==> config.mk <==
export PLATFORM = sky130hd
export DESIGN_NAME = gzip_header_trailer_parser
export DESIGN_NICKNAME = d
export VERILOG_FILES = /design/src/rtl/gzhp_pkg.sv /design/src/rtl/gzhp_core.sv /design/src/rtl/gzhp_out_buf.sv /design/src/rtl/gzip_header_trailer_parser.sv
export SDC_FILE = /design/constraint.sdc
export NUM_CORES = 1
export LEC_CHECK = 0
export ABC_CLOCK_PERIOD_IN_PS = 13500
export BUFFER_PORTS_ARGS = -buffer_cell sky130_fd_sc_hd__buf_4
export CORE_AREA = 2 2 339 173
export CTS_CLUSTER_SIZE = 14
export DETAILED_ROUTE_END_ITERATION = 10
export DIE_AREA = 0 0 341 175
export GPL_TIMING_DRIVEN = 0
export PLACE_DENSITY = 0.59
export SLEW_MARGIN = 20
export SYNTH_ARGS = -nofsm -noshare
export SYNTH_HDL_FRONTEND = slang
export SYNTH_SLANG_ARGS = --single-unit
==> constraint.sdc <==
create_clock -name aclk -period 13.5 [get_ports aclk]
set_input_delay 2.7 -clock aclk [delete_from_list [all_inputs] [get_ports aclk]]
set_output_delay 2.7 -clock aclk [all_outputs]
set_load 0.01 [all_outputs]
==> src/rtl/gzhp_pkg.sv <==
package gzhp_pkg;

    // Default width of the byte position and member length counters
    localparam int LENGTH_BITS_DEFAULT = 32;

    // Fixed field widths of the result
    localparam int OFFSET_W = 32;
    localparam int ERROR_W  = 4;
    localparam int WORD_W   = 32;

    // One result transaction
    typedef struct packed {
        logic                payload_valid;
        logic [7:0]          payload_byte;
        logic [OFFSET_W-1:0] payload_offset;
        logic [ERROR_W-1:0]  latched_err;
        logic                member_done;
        logic [WORD_W-1:0]   expected_crc;
        logic [WORD_W-1:0]   expected_size;
    } gzhp_result_t;

endpackage

==> src/rtl/gzhp_core.sv <==
module gzhp_core #(
    parameter int LENGTH_BITS = gzhp_pkg::LENGTH_BITS_DEFAULT
) (
    input  logic                   aclk,
    input  logic                   aresetn,
    input  logic                   step_en,
    input  logic [7:0]             data_byte,
    input  logic                   first_byte,
    input  logic [LENGTH_BITS-1:0] member_length,
    output gzhp_pkg::gzhp_result_t result
);
    import gzhp_pkg::*;

    localparam int LB = LENGTH_BITS;

    // Parse phases
    localparam logic [3:0] PH_MAGIC0  = 4'd0;
    localparam logic [3:0] PH_MAGIC1  = 4'd1;
    localparam logic [3:0] PH_METHOD  = 4'd2;
    localparam logic [3:0] PH_FLAGS   = 4'd3;
    localparam logic [3:0] PH_FIXED   = 4'd4;
    localparam logic [3:0] PH_XLEN_LO = 4'd5;
    localparam logic [3:0] PH_XLEN_HI = 4'd6;
    localparam logic [3:0] PH_EXTRA   = 4'd7;
    localparam logic [3:0] PH_NAME    = 4'd8;
    localparam logic [3:0] PH_COMMENT = 4'd9;
    localparam logic [3:0] PH_HCRC    = 4'd10;
    localparam logic [3:0] PH_PAYLOAD = 4'd11;
    localparam logic [3:0] PH_TRAILER = 4'd12;
    localparam logic [3:0] PH_IDLE    = 4'd13;

    // Error codes
    localparam logic [3:0] ERR_NONE       = 4'd0;
    localparam logic [3:0] ERR_SHORT      = 4'd1;
    localparam logic [3:0] ERR_MAGIC      = 4'd2;
    localparam logic [3:0] ERR_RSVD_FLAGS = 4'd3;
    localparam logic [3:0] ERR_XLEN       = 4'd4;
    localparam logic [3:0] ERR_EXTRA      = 4'd5;
    localparam logic [3:0] ERR_NAME       = 4'd6;
    localparam logic [3:0] ERR_COMMENT    = 4'd7;
    localparam logic [3:0] ERR_HCRC       = 4'd8;
    localparam logic [3:0] ERR_NO_PAYLOAD = 4'd9;

    // Header bytes and flag masks
    localparam logic [7:0] MAGIC0_BYTE   = 8'h1F;
    localparam logic [7:0] MAGIC1_BYTE   = 8'h8B;
    localparam logic [7:0] METHOD_DEFL   = 8'h08;
    localparam logic [7:0] FLAGS_RSVD    = 8'hE0;
    localparam int         FLG_FHCRC     = 1;
    localparam int         FLG_FEXTRA    = 2;
    localparam int         FLG_FNAME     = 3;
    localparam int         FLG_FCOMMENT  = 4;
    localparam int         MIN_MEMBER    = 18;
    localparam int         FIXED_END     = 10;
    localparam int         TRAILER_BYTES = 8;

    // Outcome of picking the next optional header section
    typedef struct packed {
        logic [3:0] phase;
        logic [3:0] err;
        logic       set_skip;
        logic       set_hend;
    } section_t;

    // Walk the optional sections from 'stage' on, first one whose flag is set
    function automatic section_t enter_section(
        input logic [3:0] stage,
        input logic [4:0] flg,
        input logic       rz,
        input logic       r2
    );
        section_t r;
        logic     found;
        r     = '{phase: PH_IDLE, err: ERR_NONE, set_skip: 1'b0, set_hend: 1'b0};
        found = 1'b0;
        if (stage == PH_XLEN_LO && flg[FLG_FEXTRA]) begin
            found = 1'b1;
            if (r2) r.err = ERR_XLEN;
            else    r.phase = PH_XLEN_LO;
        end
        if (!found && stage <= PH_NAME && flg[FLG_FNAME]) begin
            found = 1'b1;
            if (rz) r.err = ERR_NAME;
            else    r.phase = PH_NAME;
        end
        if (!found && stage <= PH_COMMENT && flg[FLG_FCOMMENT]) begin
            found = 1'b1;
            if (rz) r.err = ERR_COMMENT;
            else    r.phase = PH_COMMENT;
        end
        if (!found && stage <= PH_HCRC && flg[FLG_FHCRC]) begin
            found = 1'b1;
            if (r2) begin
                r.err = ERR_HCRC;
            end else begin
                r.phase    = PH_HCRC;
                r.set_skip = 1'b1;
            end
        end
        if (!found) begin
            if (rz) begin
                r.err = ERR_NO_PAYLOAD;
            end else begin
                r.phase    = PH_PAYLOAD;
                r.set_hend = 1'b1;
            end
        end
        return r;
    endfunction

    // State registers
    logic [LB-1:0] pos_reg,   pos_next;
    logic [3:0]    phase_reg, phase_next;
    logic [4:0]    flags_reg, flags_next;
    logic [15:0]   skip_reg,  skip_next;
    logic [7:0]    xlo_reg,   xlo_next;
    logic [LB-1:0] hend_reg,  hend_next;
    logic [63:0]   trl_reg,   trl_next;
    logic [3:0]    err_reg,   err_next;

    // State as seen by this byte, after an optional restart
    logic [LB-1:0] pos_eff;
    logic [3:0]    phase_eff;
    logic [4:0]    flags_eff;
    logic [15:0]   skip_eff;
    logic [7:0]    xlo_eff;
    logic [LB-1:0] hend_eff;
    logic [63:0]   trl_eff;
    logic [3:0]    err_eff;

    logic [LB-1:0] off;
    logic [LB:0]   off_plus1;
    logic [LB-1:0] lim;
    logic [LB-1:0] room;
    logic [LB-1:0] trl_dist;
    logic [2:0]    trl_idx;
    logic          rz;
    logic          r2;
    logic [15:0]   xlen;
    logic          do_enter;
    logic [3:0]    enter_stage;
    section_t      sec;
    logic [3:0]    fail_code;
    logic          valid;
    logic          done;
    logic          idle;

    always_comb begin
        // restart on the first byte mark
        if (first_byte) begin
            pos_eff   = '0;
            phase_eff = PH_MAGIC0;
            flags_eff = '0;
            skip_eff  = '0;
            xlo_eff   = '0;
            hend_eff  = '0;
            trl_eff   = '0;
            err_eff   = ERR_NONE;
        end else begin
            pos_eff   = pos_reg;
            phase_eff = phase_reg;
            flags_eff = flags_reg;
            skip_eff  = skip_reg;
            xlo_eff   = xlo_reg;
            hend_eff  = hend_reg;
            trl_eff   = trl_reg;
            err_eff   = err_reg;
        end

        // distances to the start of the trailer
        off       = pos_eff + LB'(1);
        off_plus1 = {1'b0, off} + (LB+1)'(1);
        lim       = (member_length >= LB'(TRAILER_BYTES)) ?
                    member_length - LB'(TRAILER_BYTES) : '0;
        rz        = (lim <= off);
        r2        = ({1'b0, lim} <= off_plus1);
        room      = rz ? '0 : lim - off;
        trl_dist  = pos_eff - lim;
        trl_idx   = (pos_eff >= lim) ? trl_dist[2:0] : 3'd0;
        xlen      = {data_byte, xlo_eff};

        pos_next    = off;
        phase_next  = phase_eff;
        flags_next  = flags_eff;
        skip_next   = skip_eff;
        xlo_next    = xlo_eff;
        hend_next   = hend_eff;
        trl_next    = trl_eff;
        err_next    = err_eff;
        do_enter    = 1'b0;
        enter_stage = PH_PAYLOAD;
        fail_code   = ERR_NONE;
        valid       = 1'b0;
        done        = 1'b0;
        idle        = 1'b0;

        // per-phase byte handling
        case (phase_eff)
            PH_MAGIC0: begin
                if (member_length < LB'(MIN_MEMBER)) fail_code = ERR_SHORT;
                else if (data_byte != MAGIC0_BYTE)   fail_code = ERR_MAGIC;
                else                                 phase_next = PH_MAGIC1;
            end
            PH_MAGIC1: begin
                if (data_byte != MAGIC1_BYTE) fail_code = ERR_MAGIC;
                else                          phase_next = PH_METHOD;
            end
            PH_METHOD: begin
                if (data_byte != METHOD_DEFL) fail_code = ERR_MAGIC;
                else                          phase_next = PH_FLAGS;
            end
            PH_FLAGS: begin
                if ((data_byte & FLAGS_RSVD) != 8'd0) begin
                    fail_code = ERR_RSVD_FLAGS;
                end else begin
                    flags_next = data_byte[4:0];
                    phase_next = PH_FIXED;
                end
            end
            PH_FIXED: begin
                if (off >= LB'(FIXED_END)) begin
                    do_enter    = 1'b1;
                    enter_stage = PH_XLEN_LO;
                end
            end
            PH_XLEN_LO: begin
                xlo_next   = data_byte;
                phase_next = PH_XLEN_HI;
            end
            PH_XLEN_HI: begin
                if (LB'(xlen) > room) begin
                    fail_code = ERR_EXTRA;
                end else if (xlen == 16'd0) begin
                    do_enter    = 1'b1;
                    enter_stage = PH_NAME;
                end else begin
                    skip_next  = xlen;
                    phase_next = PH_EXTRA;
                end
            end
            PH_EXTRA: begin
                if (skip_eff <= 16'd1) begin
                    skip_next   = '0;
                    do_enter    = 1'b1;
                    enter_stage = PH_NAME;
                end else begin
                    skip_next = skip_eff - 16'd1;
                end
            end
            PH_NAME: begin
                if (data_byte == 8'd0) begin
                    do_enter    = 1'b1;
                    enter_stage = PH_COMMENT;
                end else if (rz) begin
                    fail_code = ERR_NAME;
                end
            end
            PH_COMMENT: begin
                if (data_byte == 8'd0) begin
                    do_enter    = 1'b1;
                    enter_stage = PH_HCRC;
                end else if (rz) begin
                    fail_code = ERR_COMMENT;
                end
            end
            PH_HCRC: begin
                if (skip_eff <= 16'd1) begin
                    skip_next   = '0;
                    do_enter    = 1'b1;
                    enter_stage = PH_PAYLOAD;
                end else begin
                    skip_next = skip_eff - 16'd1;
                end
            end
            PH_PAYLOAD: begin
                valid = 1'b1;
                if (rz) phase_next = PH_TRAILER;
            end
            PH_TRAILER: begin
                trl_next[trl_idx*8 +: 8] = data_byte;
                if (off >= member_length) begin
                    done       = 1'b1;
                    phase_next = PH_IDLE;
                end
            end
            default: begin
                // member over: bytes are ignored, state holds
                idle = 1'b1;
            end
        endcase

        // next header section
        sec = enter_section(enter_stage, flags_next, rz, r2);
        if (do_enter) begin
            if (sec.err != ERR_NONE) begin
                fail_code = sec.err;
            end else begin
                phase_next = sec.phase;
                if (sec.set_skip) skip_next = 16'd2;
                if (sec.set_hend) hend_next = off;
            end
        end

        // first error wins and ends the member
        if (fail_code != ERR_NONE) begin
            if (err_eff == ERR_NONE) err_next = fail_code;
            phase_next = PH_IDLE;
        end
        if (err_next != err_eff) done = 1'b1;

        if (idle) begin
            pos_next   = pos_eff;
            phase_next = phase_eff;
        end

        // result
        result.payload_valid  = valid;
        result.payload_byte   = valid ? data_byte : 8'd0;
        result.payload_offset = idle ? '0 : OFFSET_W'(hend_next);
        result.latched_err    = err_next;
        result.member_done    = done;
        if (done && err_next == ERR_NONE) begin
            result.expected_crc  = trl_next[31:0];
            result.expected_size = trl_next[63:32];
        end else begin
            result.expected_crc  = '0;
            result.expected_size = '0;
        end
    end

    // state update on each processed byte
    always_ff @(posedge aclk) begin
        if (!aresetn) begin
            pos_reg   <= '0;
            phase_reg <= PH_MAGIC0;
            flags_reg <= '0;
            skip_reg  <= '0;
            xlo_reg   <= '0;
            hend_reg  <= '0;
            trl_reg   <= '0;
            err_reg   <= ERR_NONE;
        end else if (step_en) begin
            pos_reg   <= pos_next;
            phase_reg <= phase_next;
            flags_reg <= flags_next;
            skip_reg  <= skip_next;
            xlo_reg   <= xlo_next;
            hend_reg  <= hend_next;
            trl_reg   <= trl_next;
            err_reg   <= err_next;
        end
    end

endmodule

==> src/rtl/gzhp_out_buf.sv <==
module gzhp_out_buf (
    input  logic                   aclk,
    input  logic                   aresetn,
    input  logic                   load,
    input  gzhp_pkg::gzhp_result_t load_data,
    output logic                   can_load,
    output logic                   out_valid,
    input  logic                   out_ready,
    output gzhp_pkg::gzhp_result_t out_data
);
    import gzhp_pkg::*;

    logic         valid_reg, valid_next;
    gzhp_result_t data_reg;

    // slot frees up when the held transaction is taken
    assign can_load = !valid_reg || out_ready;

    always_comb begin
        if (load)           valid_next = 1'b1;
        else if (out_ready) valid_next = 1'b0;
        else                valid_next = valid_reg;
    end

    always_ff @(posedge aclk) begin
        if (!aresetn) begin
            valid_reg <= 1'b0;
        end else begin
            valid_reg <= valid_next;
        end
    end

    always_ff @(posedge aclk) begin
        if (load) data_reg <= load_data;
    end

    assign out_valid = valid_reg;
    assign out_data  = data_reg;

endmodule

==> src/rtl/gzip_header_trailer_parser.sv <==
// Parses one gzip member (RFC 1952) a byte per cycle unless m_tready stalls:
// checks magic and method, rejects reserved flags, skips the fixed header,
// FEXTRA, FNAME, FCOMMENT and FHCRC, flags payload bytes and captures the
// trailer CRC32 and ISIZE. Each input byte gives exactly one result
// transaction. Throughput is one byte per cycle unless m_tready stalls.
// The input and result registers sit around the combinational phase logic.
// Write cfg_wdata (total member length, trailer included) while the block is
// idle; set s_tuser on byte 0 of each member to restart parsing. m_tlast marks
// the last trailer byte or the byte that latched an error.
module gzip_header_trailer_parser #(
    parameter int LENGTH_BITS = gzhp_pkg::LENGTH_BITS_DEFAULT
) (
    input  logic         aclk,
    input  logic         aresetn,
    // configuration: member_length
    input  logic         cfg_we,
    input  logic [31:0]  cfg_wdata,
    // input stream
    input  logic         s_tvalid,
    output logic         s_tready,
    input  logic [7:0]   s_tdata,   // [7:0] data_byte
    input  logic         s_tuser,   // [0] first_byte
    // result stream
    output logic         m_tvalid,
    input  logic         m_tready,
    output logic [111:0] m_tdata,   // [7:0] payload_byte, [39:8] payload_offset,
                                    // [43:40] latched_err, [75:44] expected_crc,
                                    // [107:76] expected_size, [111:108] zero
    output logic         m_tuser,   // [0] payload_valid
    output logic         m_tlast    // member_done
);
    import gzhp_pkg::*;

    logic [LENGTH_BITS-1:0] mlen_reg;
    logic                   in_valid_reg, in_valid_next;
    logic [7:0]             in_byte_reg;
    logic                   in_first_reg;
    logic                   s_accept;
    logic                   advance;
    logic                   can_load;
    gzhp_result_t           step_result;
    gzhp_result_t           out_data;

    // member length register
    always_ff @(posedge aclk) begin
        if (!aresetn) begin
            mlen_reg <= '0;
        end else if (cfg_we) begin
            mlen_reg <= LENGTH_BITS'(cfg_wdata);
        end
    end

    // input register handshake
    assign advance  = in_valid_reg && can_load;
    assign s_tready = !in_valid_reg || advance;
    assign s_accept = s_tvalid && s_tready;

    always_comb begin
        if (s_accept)     in_valid_next = 1'b1;
        else if (advance) in_valid_next = 1'b0;
        else              in_valid_next = in_valid_reg;
    end

    always_ff @(posedge aclk) begin
        if (!aresetn) begin
            in_valid_reg <= 1'b0;
        end else begin
            in_valid_reg <= in_valid_next;
        end
    end

    always_ff @(posedge aclk) begin
        if (s_accept) begin
            in_byte_reg  <= s_tdata;
            in_first_reg <= s_tuser;
        end
    end

    // phase logic and parser state
    gzhp_core #(
        .LENGTH_BITS(LENGTH_BITS)
    ) u_core (
        .aclk         (aclk),
        .aresetn      (aresetn),
        .step_en      (advance),
        .data_byte    (in_byte_reg),
        .first_byte   (in_first_reg),
        .member_length(mlen_reg),
        .result       (step_result)
    );

    // result register
    gzhp_out_buf u_out_buf (
        .aclk     (aclk),
        .aresetn  (aresetn),
        .load     (advance),
        .load_data(step_result),
        .can_load (can_load),
        .out_valid(m_tvalid),
        .out_ready(m_tready),
        .out_data (out_data)
    );

    assign m_tdata = {4'd0, out_data.expected_size, out_data.expected_crc,
                      out_data.latched_err, out_data.payload_offset,
                      out_data.payload_byte};
    assign m_tuser = out_data.payload_valid;
    assign m_tlast = out_data.member_done;

endmodule
Word-level counts from Yosys, hierarchy flattened
Cells that the tools add are included.

Register bits: 318.

Add/subtract/negate cells: 7. Magnitude comparators: 12. Equal/unequal tests: 17. Shift-type cells: 2. Muxes and demuxes: 99. Reductions and logical operators: 30.

Operators by type and width (number): $mux 32 (8); $mux 4 (33); $mux 64 (2); $mux 16 (7); $bwmux 64 (1); $ge 32x32->1 (2); $ge 32x4->1 const B (2); $shift 8x34->64 const A (1); $shiftx 8x34->64 (1); $mux 8 (6); $neg 6->34 (1); $add 32x1->33 const B (1); $le 32x33->1 (1); $add 32x1->32 const B (1); $gt 16x32->1 (1); $le 32x32->1 (1); $lt 32x5->1 const B (1); $pmux 16 s2 (1); $pmux 4 s8 (1); $sub 32x32->32 (1); $sub 32x4->32 const B (1); $pmux 4 s7 (1); $mux 1 (21); $eq 4x3->1 const B (5); other kinds (28) (66).

Longest topological paths before layout
Gate-level depths: netlist of run 1.

Word-level depth: 32. Gate-level depth with buffers: 43. Mapped depth without buffers: 32.

Cells and area by module
Synthesis of run 1 repeated with hierarchy kept, for this count alone.

Cell total of the unflattened synthesis: 2752. Area, all modules: 22914.5 µm².

By module, submodules not included: gzhp_core (instances 1, cells each 2515, area an instance 17964.7 µm², seq. area each 3283.1 µm²); gzhp_out_buf (instances 1, cells each 114, area an instance 3352.0 µm², seq. area each 3323.2 µm²); gzip_header_trailer_parser (instances 1, cells each 123, area an instance 1597.8 µm², seq. area each 930.9 µm²).

Worst setup path after synthesis of run 1
No wires, ideal clock.

Path kind: register to register. Start point: reg in_first_reg. End point: reg u_out_buf.data_reg (netlist bit u_out_buf.out_data[86]), data pin. Setup time: 284 ps. Arrival: 9693 ps. Data required time: 13216 ps. Path slack: 3523 ps. Stages on the path, launching flop included: 43. Path buffers: 13. Period minus slack after synthesis: 9977 ps. Cell sequence: edfxtp_1 clkbuf_1 clkbuf_1 clkbuf_1 clkbuf_1 clkbuf_1 clkbuf_1 clkbuf_1 nor2b_1 ha_1 clkbuf_1 nand4_1 nor4_1 and4_1 xor2_1 inv_1 ha_1 clkbuf_1 [7 not listed] clkbuf_1 clkbuf_1 buf_1 nand2_1 ha_1 nand4_1 or2_2 a21o_1 a41oi_1 o32ai_1 a31oi_1 or3b_1 o211ai_2 nand2b_1 nor4_4 buf_2 mux2i_1 nor3_1.

Cells in the longest elaborated chain, start to end: 27.

Ends and longest elaborated chain: from (decl) (RTL line gzip_header_trailer_parser.sv:37) `logic in_first_reg;`; from (signal assigned) (RTL line gzip_header_trailer_parser.sv:75) `in_first_reg <= s_tuser;`; $mux 32 (RTL line gzhp_core.sv:150) `if (first_byte) begin`; $add 32x1->32 (RTL line gzhp_core.sv:171) `off = pos_eff + LB'(1);`; $sub 32x32->32 / $le 32x32->1 (equally long branches) (RTL line gzhp_core.sv:177, gzhp_core.sv:175); $mux 32 (RTL line gzhp_core.sv:177) `room = rz ? '0 : lim - off;`; $gt 16x32->1 (RTL line gzhp_core.sv:231) `if (LB'(xlen) > room) begin`; $mux 4 (RTL line gzhp_core.sv:231); $pmux 4 s5 (RTL line gzhp_core.sv:198) `case (phase_eff)`; $eq 4x3->1 (RTL line gzhp_core.sv:76) `if (stage == PH_XLEN_LO && flg[FLG_FEXTRA]) begin`; [10 not listed]; $logic_not 1->1 (RTL line gzhp_core.sv:91) `if (!found && stage <= PH_HCRC && flg[FLG_FHCRC]) begin`; $logic_and 1x1->1 (2 in series) (RTL line gzhp_core.sv:91); $mux 9 (RTL line gzhp_core.sv:91); $mux 4 (RTL line gzhp_core.sv:101) `if (rz) begin`; $mux 8 (RTL line gzhp_core.sv:100) `if (!found) begin`; $reduce_bool 4->1 (RTL line gzhp_core.sv:295) `if (sec.err != ERR_NONE) begin`; $mux 32 (RTL line gzhp_core.sv:295); $mux 32 (RTL line gzhp_core.sv:294) `if (do_enter) begin`; to (signal assigned) (RTL line gzhp_out_buf.sv:34) `if (load) data_reg <= load_data;`; to (decl) (RTL line gzhp_out_buf.sv:14) `gzhp_result_t data_reg;`.

Several ways; a longest one is shown, not always the timed one. A chain may end at the register's enable or synchronous reset.

==> results of run 1 <==
[where the power goes]
group / total, mW / switching (mW) / leakage [nW] / internal [mW]
sequential: 1.04 / 0.0263 / 2.74 / 1.02
combinational: 0.788 / 0.527 / 6.42 / 0.261
clock: 0.978 / 0.439 / 0.539 / 0.540
[cell usage in the layout, fill, tap and decap left out, types with 17 or more instances in the layout]
| master | instances |
|---|---|
| a22oi_1 | 28 |
| o21a_1 | 17 |
| mux2i_1 | 53 |
| or4_1 | 18 |
| a22o_1 | 30 |
| clkbuf_16 | 35 |
| a2111oi_0 | 39 |
| and3_1 | 19 |
| clkbuf_1 | 150 |
| nor4_1 | 72 |
| a31oi_1 | 70 |
| buf_4 | 167 |
| nand3b_1 | 44 |
| nor3_1 | 52 |
| a211oi_1 | 29 |
| nor2b_1 | 59 |
| o21ai_0 | 97 |
| o22ai_1 | 27 |
| or3_1 | 25 |
| xnor2_1 | 82 |
| a21o_1 | 48 |
| nand2b_1 | 37 |
| or2_2 | 34 |
| a21oi_1 | 151 |
| edfxtp_1 | 119 |
| ha_1 | 150 |
| dfxtp_1 | 198 |
| inv_1 | 137 |
| nor2_1 | 209 |
| nand2_1 | 279 |
| nand4_1 | 57 |
| nand3_1 | 105 |
| o211ai_1 | 18 |
| and2_1 | 20 |
[area by class of cell]
cell class,instances,area share
antenna,2,0.0001915
multi-input combinational,2092,0.5343
sequential,317,0.2883
buffer,183,0.02948
inverter,140,0.02010
clock inverter,16,0.006462
tap,768,0.03676
clock buffer,45,0.03609
timing repair buffer,163,0.04825
[worst max path at each step]
stage,cells after the start,endpoint,slack (ns),from
floorplan,42,u_out_buf.out_data[86],3.52,in_first_reg
global placement,42,u_out_buf.out_data[16],-2.70,in_first_reg
detailed placement,42,u_out_buf.out_data[16],-2.82,in_first_reg
CTS,41,u_core.skip_reg[7],0.13,in_first_reg
global route,40,u_out_buf.out_data[68],0.03,in_first_reg
finish,40,u_out_buf.out_data[68],0.21,in_first_reg
[critical path, delay by kind of cell, from the launching register on]
| kind | cells | cell delay, ns |
|---|---|---|
| fa+ha+maj | 3 | 1.10 |
| xor+xnor | 1 | 0.59 |
| flops | 1 | 0.60 |
| buf+inv | 13 | 4.65 |
| simple gates | 13 | 3.33 |
| compound gates | 10 | 2.79 |
[routing by layer]
layer | vias up | wire length (um) | GRT usage
met5 | - | 0 | 0
met4 | 0 | 1244 | 0.04589
met3 | 110 | 17310 | 0.1439
met2 | 1752 | 32490 | 0.3587
li1 | 10490 | - | -
met1 | 11430 | 49160 | 0.5393
[logic make-up (layout without fill, tap and decap cells)]
kind of cell	count (synthesis)	after routing
mux	55	55
simple gates	1095	1095
buf+inv	328	547
flops	317	317
xor+xnor	113	113
fa+ha+maj	154	154
compound gates	671	671
other cells	1	6
[through the flow]
step / hold WS, ns / util
after floorplan: 0.4318 / -
after global placement: 0.4423 / 0.4352
after detailed placement: 0.4497 / 0.4372
after CTS: 0.4678 / 0.4590
after global routing: 0.4815 / 0.4609
final: 0.4654 / 0.4610
[what timing repair did]
item / CTS / global route
resized for setup: 21 / 14
pin swaps: 3 / 2
setup endpoints to repair: 157 / 152
cloned: 0 / 0
setup buffers: 2 / 3
==> impl_metrics.csv, run 1 <==
group,metric,value,unit
floorplan,rows,62,
synthesis,yosys.cell_count.top_type,"nand2_1",
floorplan,initial_core_util,0.3976,
detailed_routing,wl,100.2,mm
floorplan,die_x,341,um
global_routing,antenna_found_initial,1,
pwr,p_total,2.809,mW
layout,ff_latch_area,7537,um2
place,dp_slack,-2.819,ns
floorplan,io-pin-count,162,
worst_setup_path,crit_type,"flop to flop",
worst_setup_path,critPathCaptureType,"flop",
layout,drive_above_1_share,0.1120,
sta,timing.fmax,75.26,MHz
pwr,power_per_cell_area,107.4,nW/um2
synthesis,yosysTopAreaCell,"dfxtp_1",
sta,setup_viol_count_final,0,
synthesis,synth_cell_types,95,
synthesis,synthCells,2734,
global_routing,overflow,0,
sta,fin_worst_skew,0.03677,ns
clocking,htree_levels,2,
worst_setup_path,worst_r2r_endpoint,"u_out_buf.out_data[68]",
synthesis,netlist_area,22540,um2
layout,final_nets,3129,
sta,worst_pin_slew,1.317,ns
sta,fin_tns_setup,0,ns
synthesis,synth_top_family_by_area,"simple AND/OR/NAND/NOR gates",
detailed_routing,remaining_drc_errors,0,
layout,multiInputGateArea,13970,um2
synthesis,ys_seq_elements,317,
synthesis,synth_ff_type,"dfxtp_1",
layout,largest_reg_flops,110,
synthesis,yosys-top-cells-area,"dfxtp_1, edfxtp_1, ha_1, nand2_1, xnor2_1",
detailed_routing,avgViaCountPerCell,6.384,
sta,period_needed,13.29,ns
worst_setup_path,worst_path_largest_cell_delay,0.60,ns
synthesis,synth_top_area_share,0.1758,
synthesis,syn_area_per_cell,8.246,um2
layout,post_layout_nonfiller_instances,3726,
worst_setup_path,critPathRequiredTime,13.92,ns
worst_hold_path,worstHoldPathType,"flop to flop",
clocking,clock-sinks,317,
place,place_area,24790,um2
place,port_buffers,155,
synthesis,async_flop_share,0,
pwr,p_leak,9.694,nW
detailed_routing,initialDrtViolationCount,4063,
clocking,clock_latency,0.57,ns
worst_setup_path,cp-start-kind,"flop",
detailed_routing,routed-via-count,23790,
synthesis,yosys_warnings,0,
synthesis,yosys.area_share.simple,0.2517,
synthesis,synth_compound_area_frac,0.2023,
clocking,cts-hold-fix-buffers,0,
detailed_routing,avgRoutedWirePerCell,26.89,um
global_routing,grt_max_degree,46,
global_routing,globalRouteTotalUtil,0.3243,
worst_hold_path,whs_endpoint,"u_core.hend_reg[1]",
floorplan,die_h,175,um
synthesis,seq_area_frac_synth,0.3343,
worst_hold_path,hp-start,"u_core.hend_reg[1]",
sta,hold_viol_final,0,
floorplan,die-area,59680,um2
clocking,cts_tree,"yes",
synthesis,synth.area.mux_share,0.02453,
place,gp_congestion,1.022,
worst_hold_path,holdPathStages,2,
sta,final_max_slew_viol_count,0,
clocking,cts_buffer_depth,3,
sta,layout_setup_ws,0.2132,ns
synthesis,synth_fa_ha_area_frac,0.08558,
synthesis,synth-edff-count,119,
worst_setup_path,reg2reg_setup_slack,0.21,ns
detailed_routing,drtPass1Iterations,6,
worst_setup_path,crit_slowest_cell,"edfxtp_1",
synthesis,synthXorXnorAreaFrac,0.04390,
clocking,clk_pin_slew,0.06,ns
place,dp.cells,3663,
worst_setup_path,r2r_cells,40,
detailed_routing,postRouteAntennaNets,0,
pwr,ir_drop,0.07455,mV
layout,fillers,5576,
global_routing,grt_pass1_vias,21360,
sta,max-slew-margin-rel,0.1220,
worst_setup_path,cp.arrival,13.70,ns
global_routing,grt_pass1_wl,144.4,mm
floorplan,core_region_area,56710,um2
layout,syn2layout_area_growth,15.95,%
run_status,outcome,"finished, final reports clean",
job,cap_violations,0,
layout,design_area,26140,um2
sta,post-route-period-util,0.9842,
synthesis,synthTopCellsByCount,"nand2_1, nor2_1, dfxtp_1, clkbuf_1, a21oi_1",
worst_setup_path,rr_startpoint,"in_first_reg",
place,dp_hpwl,80.92,mm
clocking,cts_buffers,34,
worst_setup_path,worstPathMaxFanout,19,
clocking,root_buffer,"clkbuf_16",
sta,rsz0062_at_grt,"false",
Note: power is estimated with default switching activity, not from simulation.
==> run 2: changes to the inputs <==
Settings changed: ABC_AREA set to 0, CORE_AREA 2 2 339 173 to 2 2 405 206, DIE_AREA 0 0 341 175 to 0 0 407 208, PLACE_DENSITY 0.59 to 0.45.
==> run 2 against run 1 <==
Against the previous run:
- utilization down 13 points
- setup slack better by 0.077 ns
- via count about the same
- wire length up 9.9%
- clock power up 5%
- first-iteration DRC count down 17%
- die area up 42%
- critical path depth up 3
- cell area up 2.4%
- final cell count up 9.3%
- combinational power up 2.5%
- fmax up 0.58%
- critical path type unchanged
- largest cell class unchanged
==> impl_metrics.csv, run 2 (synthesis gave the netlist of run 1 again) <==
group,metric,value,unit
global_routing,grt_pass1_vias,21600,
worst_setup_path,critPathTopFamily,"buffers and inverters",
sta,period_needed,13.21,ns
layout,post_layout_nonfiller_instances,4072,
sta,fin_worst_skew,0.02722,ns
worst_setup_path,worst_path_largest_cell_delay,0.61,ns
global_routing,globalRouteTotalUtil,0.2520,
clocking,cts_tree,"yes",
layout,fin_util,0.3303,
worst_hold_path,whs_endpoint,"u_core.hend_reg[1]",
global_routing,overflow,0,
pwr,p_leak,9.799,nW
worst_setup_path,critPathCaptureType,"flop",
sta,setup_viol_count_final,0,
worst_hold_path,worstHoldPathType,"flop to flop",
detailed_routing,wl,110.1,mm
detailed_routing,initialDrtViolationCount,3357,
floorplan,rows,74,
place,gp_congestion,1.004,
clocking,root_buffer,"clkbuf_16",
worst_setup_path,crit_type,"flop to flop",
place,dp_slack,-2.609,ns
place,dp_hpwl,89.16,mm
worst_setup_path,startpoint,"in_first_reg",
run_status,outcome,"finished, final reports clean",
clocking,clock-sinks,317,
sta,layout_setup_ws,0.2904,ns
sta,timing.fmax,75.70,MHz
sta,hold_viol_final,0,
worst_setup_path,worst_r2r_endpoint,"u_out_buf.out_data[68]",
layout,final_common_cell,"nand2_1",
worst_setup_path,reg2reg_setup_slack,0.29,ns
worst_setup_path,worstPathMaxFanout,11,
worst_setup_path,r2r_cells,43,
detailed_routing,drtPass1Iterations,6,
sta,rsz0062_at_grt,"false",
layout,multiInputGateArea,14040,um2
worst_setup_path,cp-start-kind,"flop",
sta,final_max_slew_viol_count,0,
worst_setup_path,cp.arrival,13.65,ns
worst_setup_path,crit_slowest_cell,"edfxtp_1",
detailed_routing,avgRoutedWirePerCell,27.05,um
job,cap_violations,0,
worst_setup_path,critPathRequiredTime,13.94,ns
layout,drive_above_1_share,0.1187,
sta,worst_pin_slew,1.267,ns
pwr,power_per_cell_area,107.6,nW/um2
floorplan,die-area,84660,um2
clocking,clock_latency,0.58,ns
worst_setup_path,cp_common_cell,"clkbuf_2",
detailed_routing,remaining_drc_errors,0,
clocking,cts_buffers,35,
floorplan,die_x,407,um
worst_hold_path,hp-start,"u_core.hend_reg[1]",
sta,post-route-period-util,0.9785,
global_routing,antenna_found_initial,1,
floorplan,initial_core_util,0.2783,
sta,max-slew-margin-rel,0.1552,
global_routing,grt_pass1_wl,156.1,mm
detailed_routing,postRouteAntennaNets,0,
place,port_buffers,155,
clocking,htree_levels,2,
clocking,clk_pin_slew,0.06,ns
layout,largest_reg_flops,110,
worst_setup_path,cp_num_buf_inv,16,
floorplan,core_region_area,81020,um2
floorplan,io-pin-count,162,
pwr,p_total,2.880,mW
detailed_routing,routed-via-count,23790,
global_routing,grt_max_degree,56,
layout,ff_latch_area,7537,um2
worst_hold_path,holdPathStages,2,
worst_setup_path,rr_startpoint,"in_first_reg",
layout,fillers,8482,
place,dp.cells,3997,
floorplan,die_h,208,um
layout,syn2layout_area_growth,18.71,%
layout,final_nets,3138,
pwr,ir_drop,0.06452,mV
clocking,cts_buffer_depth,3,
layout,final_cell_mix,"nand2_1, nor2_1, dfxtp_1, buf_4, a21oi_1",
detailed_routing,avgViaCountPerCell,5.843,
run 2: area by class of cell:
| type | count | share of cell area |
|---|---|---|
| sequential | 317 | 0.2816 |
| tap | 1102 | 0.05152 |
| clock buffer | 43 | 0.03460 |
| inverter | 140 | 0.01964 |
| clock inverter | 20 | 0.009070 |
| antenna | 4 | 0.0003740 |
| timing repair buffer | 169 | 0.04937 |
| buffer | 185 | 0.02927 |
| multi-input combinational | 2092 | 0.5245 |
run 2: layer usage:
layer / vias to the layer above / share of wire / global-route usage
met4: 0 / 0.013 / 0.03729
met2: 1519 / 0.32 / 0.2713
met3: 99 / 0.14 / 0.07987
li1: 10490 / - / -
met5: - / 0 / 0
met1: 11680 / 0.54 / 0.4438
run 2: power by group:
group	leakage (nW)	switching [mW]	internal [mW]
logic	6.50	0.544	0.264
clock network	0.563	0.454	0.572
registers	2.74	0.0301	1.02
run 2: worst register-to-register path: cells and delay by family (launching register included):
family / cells / cell delay [ns]
adders and majority gates: 3 / 1.10
DFF: 1 / 0.61
AOI/OAI and AO/OA: 9 / 2.14
buffers and inverters: 16 / 5.17
and+or+nand+nor: 14 / 3.65
xor gates and xnor gates: 1 / 0.40
run 2: worst max-delay path by stage:
stage	end	slack, ns	cells past startpoint
floorplan	u_out_buf.out_data[86]	3.52	42
global placement	u_out_buf.out_data[15]	-2.88	42
detailed placement	u_out_buf.out_data[86]	-2.61	41
CTS	u_out_buf.out_data[7]	0.02	42
global route	u_core.err_reg[3]	0.004	42
finish	u_out_buf.out_data[68]	0.29	43
run 2: repair_timing:
action,4_1_cts,5_1_grt
endpoints found under the setup margin,157,153
pin swaps,4,4
setup buffers,6,5
endpoints found under the hold margin,0,0
hold buffers,0,0
gates resized for setup,26,15
run 2: stage by stage:
step	TNS, ns	area [um2]	hold WS (ns)
6_report	0	26760	0.4626
5_1_grt	0	26750	0.4820
4_1_cts	0	26630	0.4631
3_5_place_dp	-371.19	25260	0.4519
3_3_place_gp	-413.06	25100	0.4429
2_1_floorplan	0	22560	0.4318
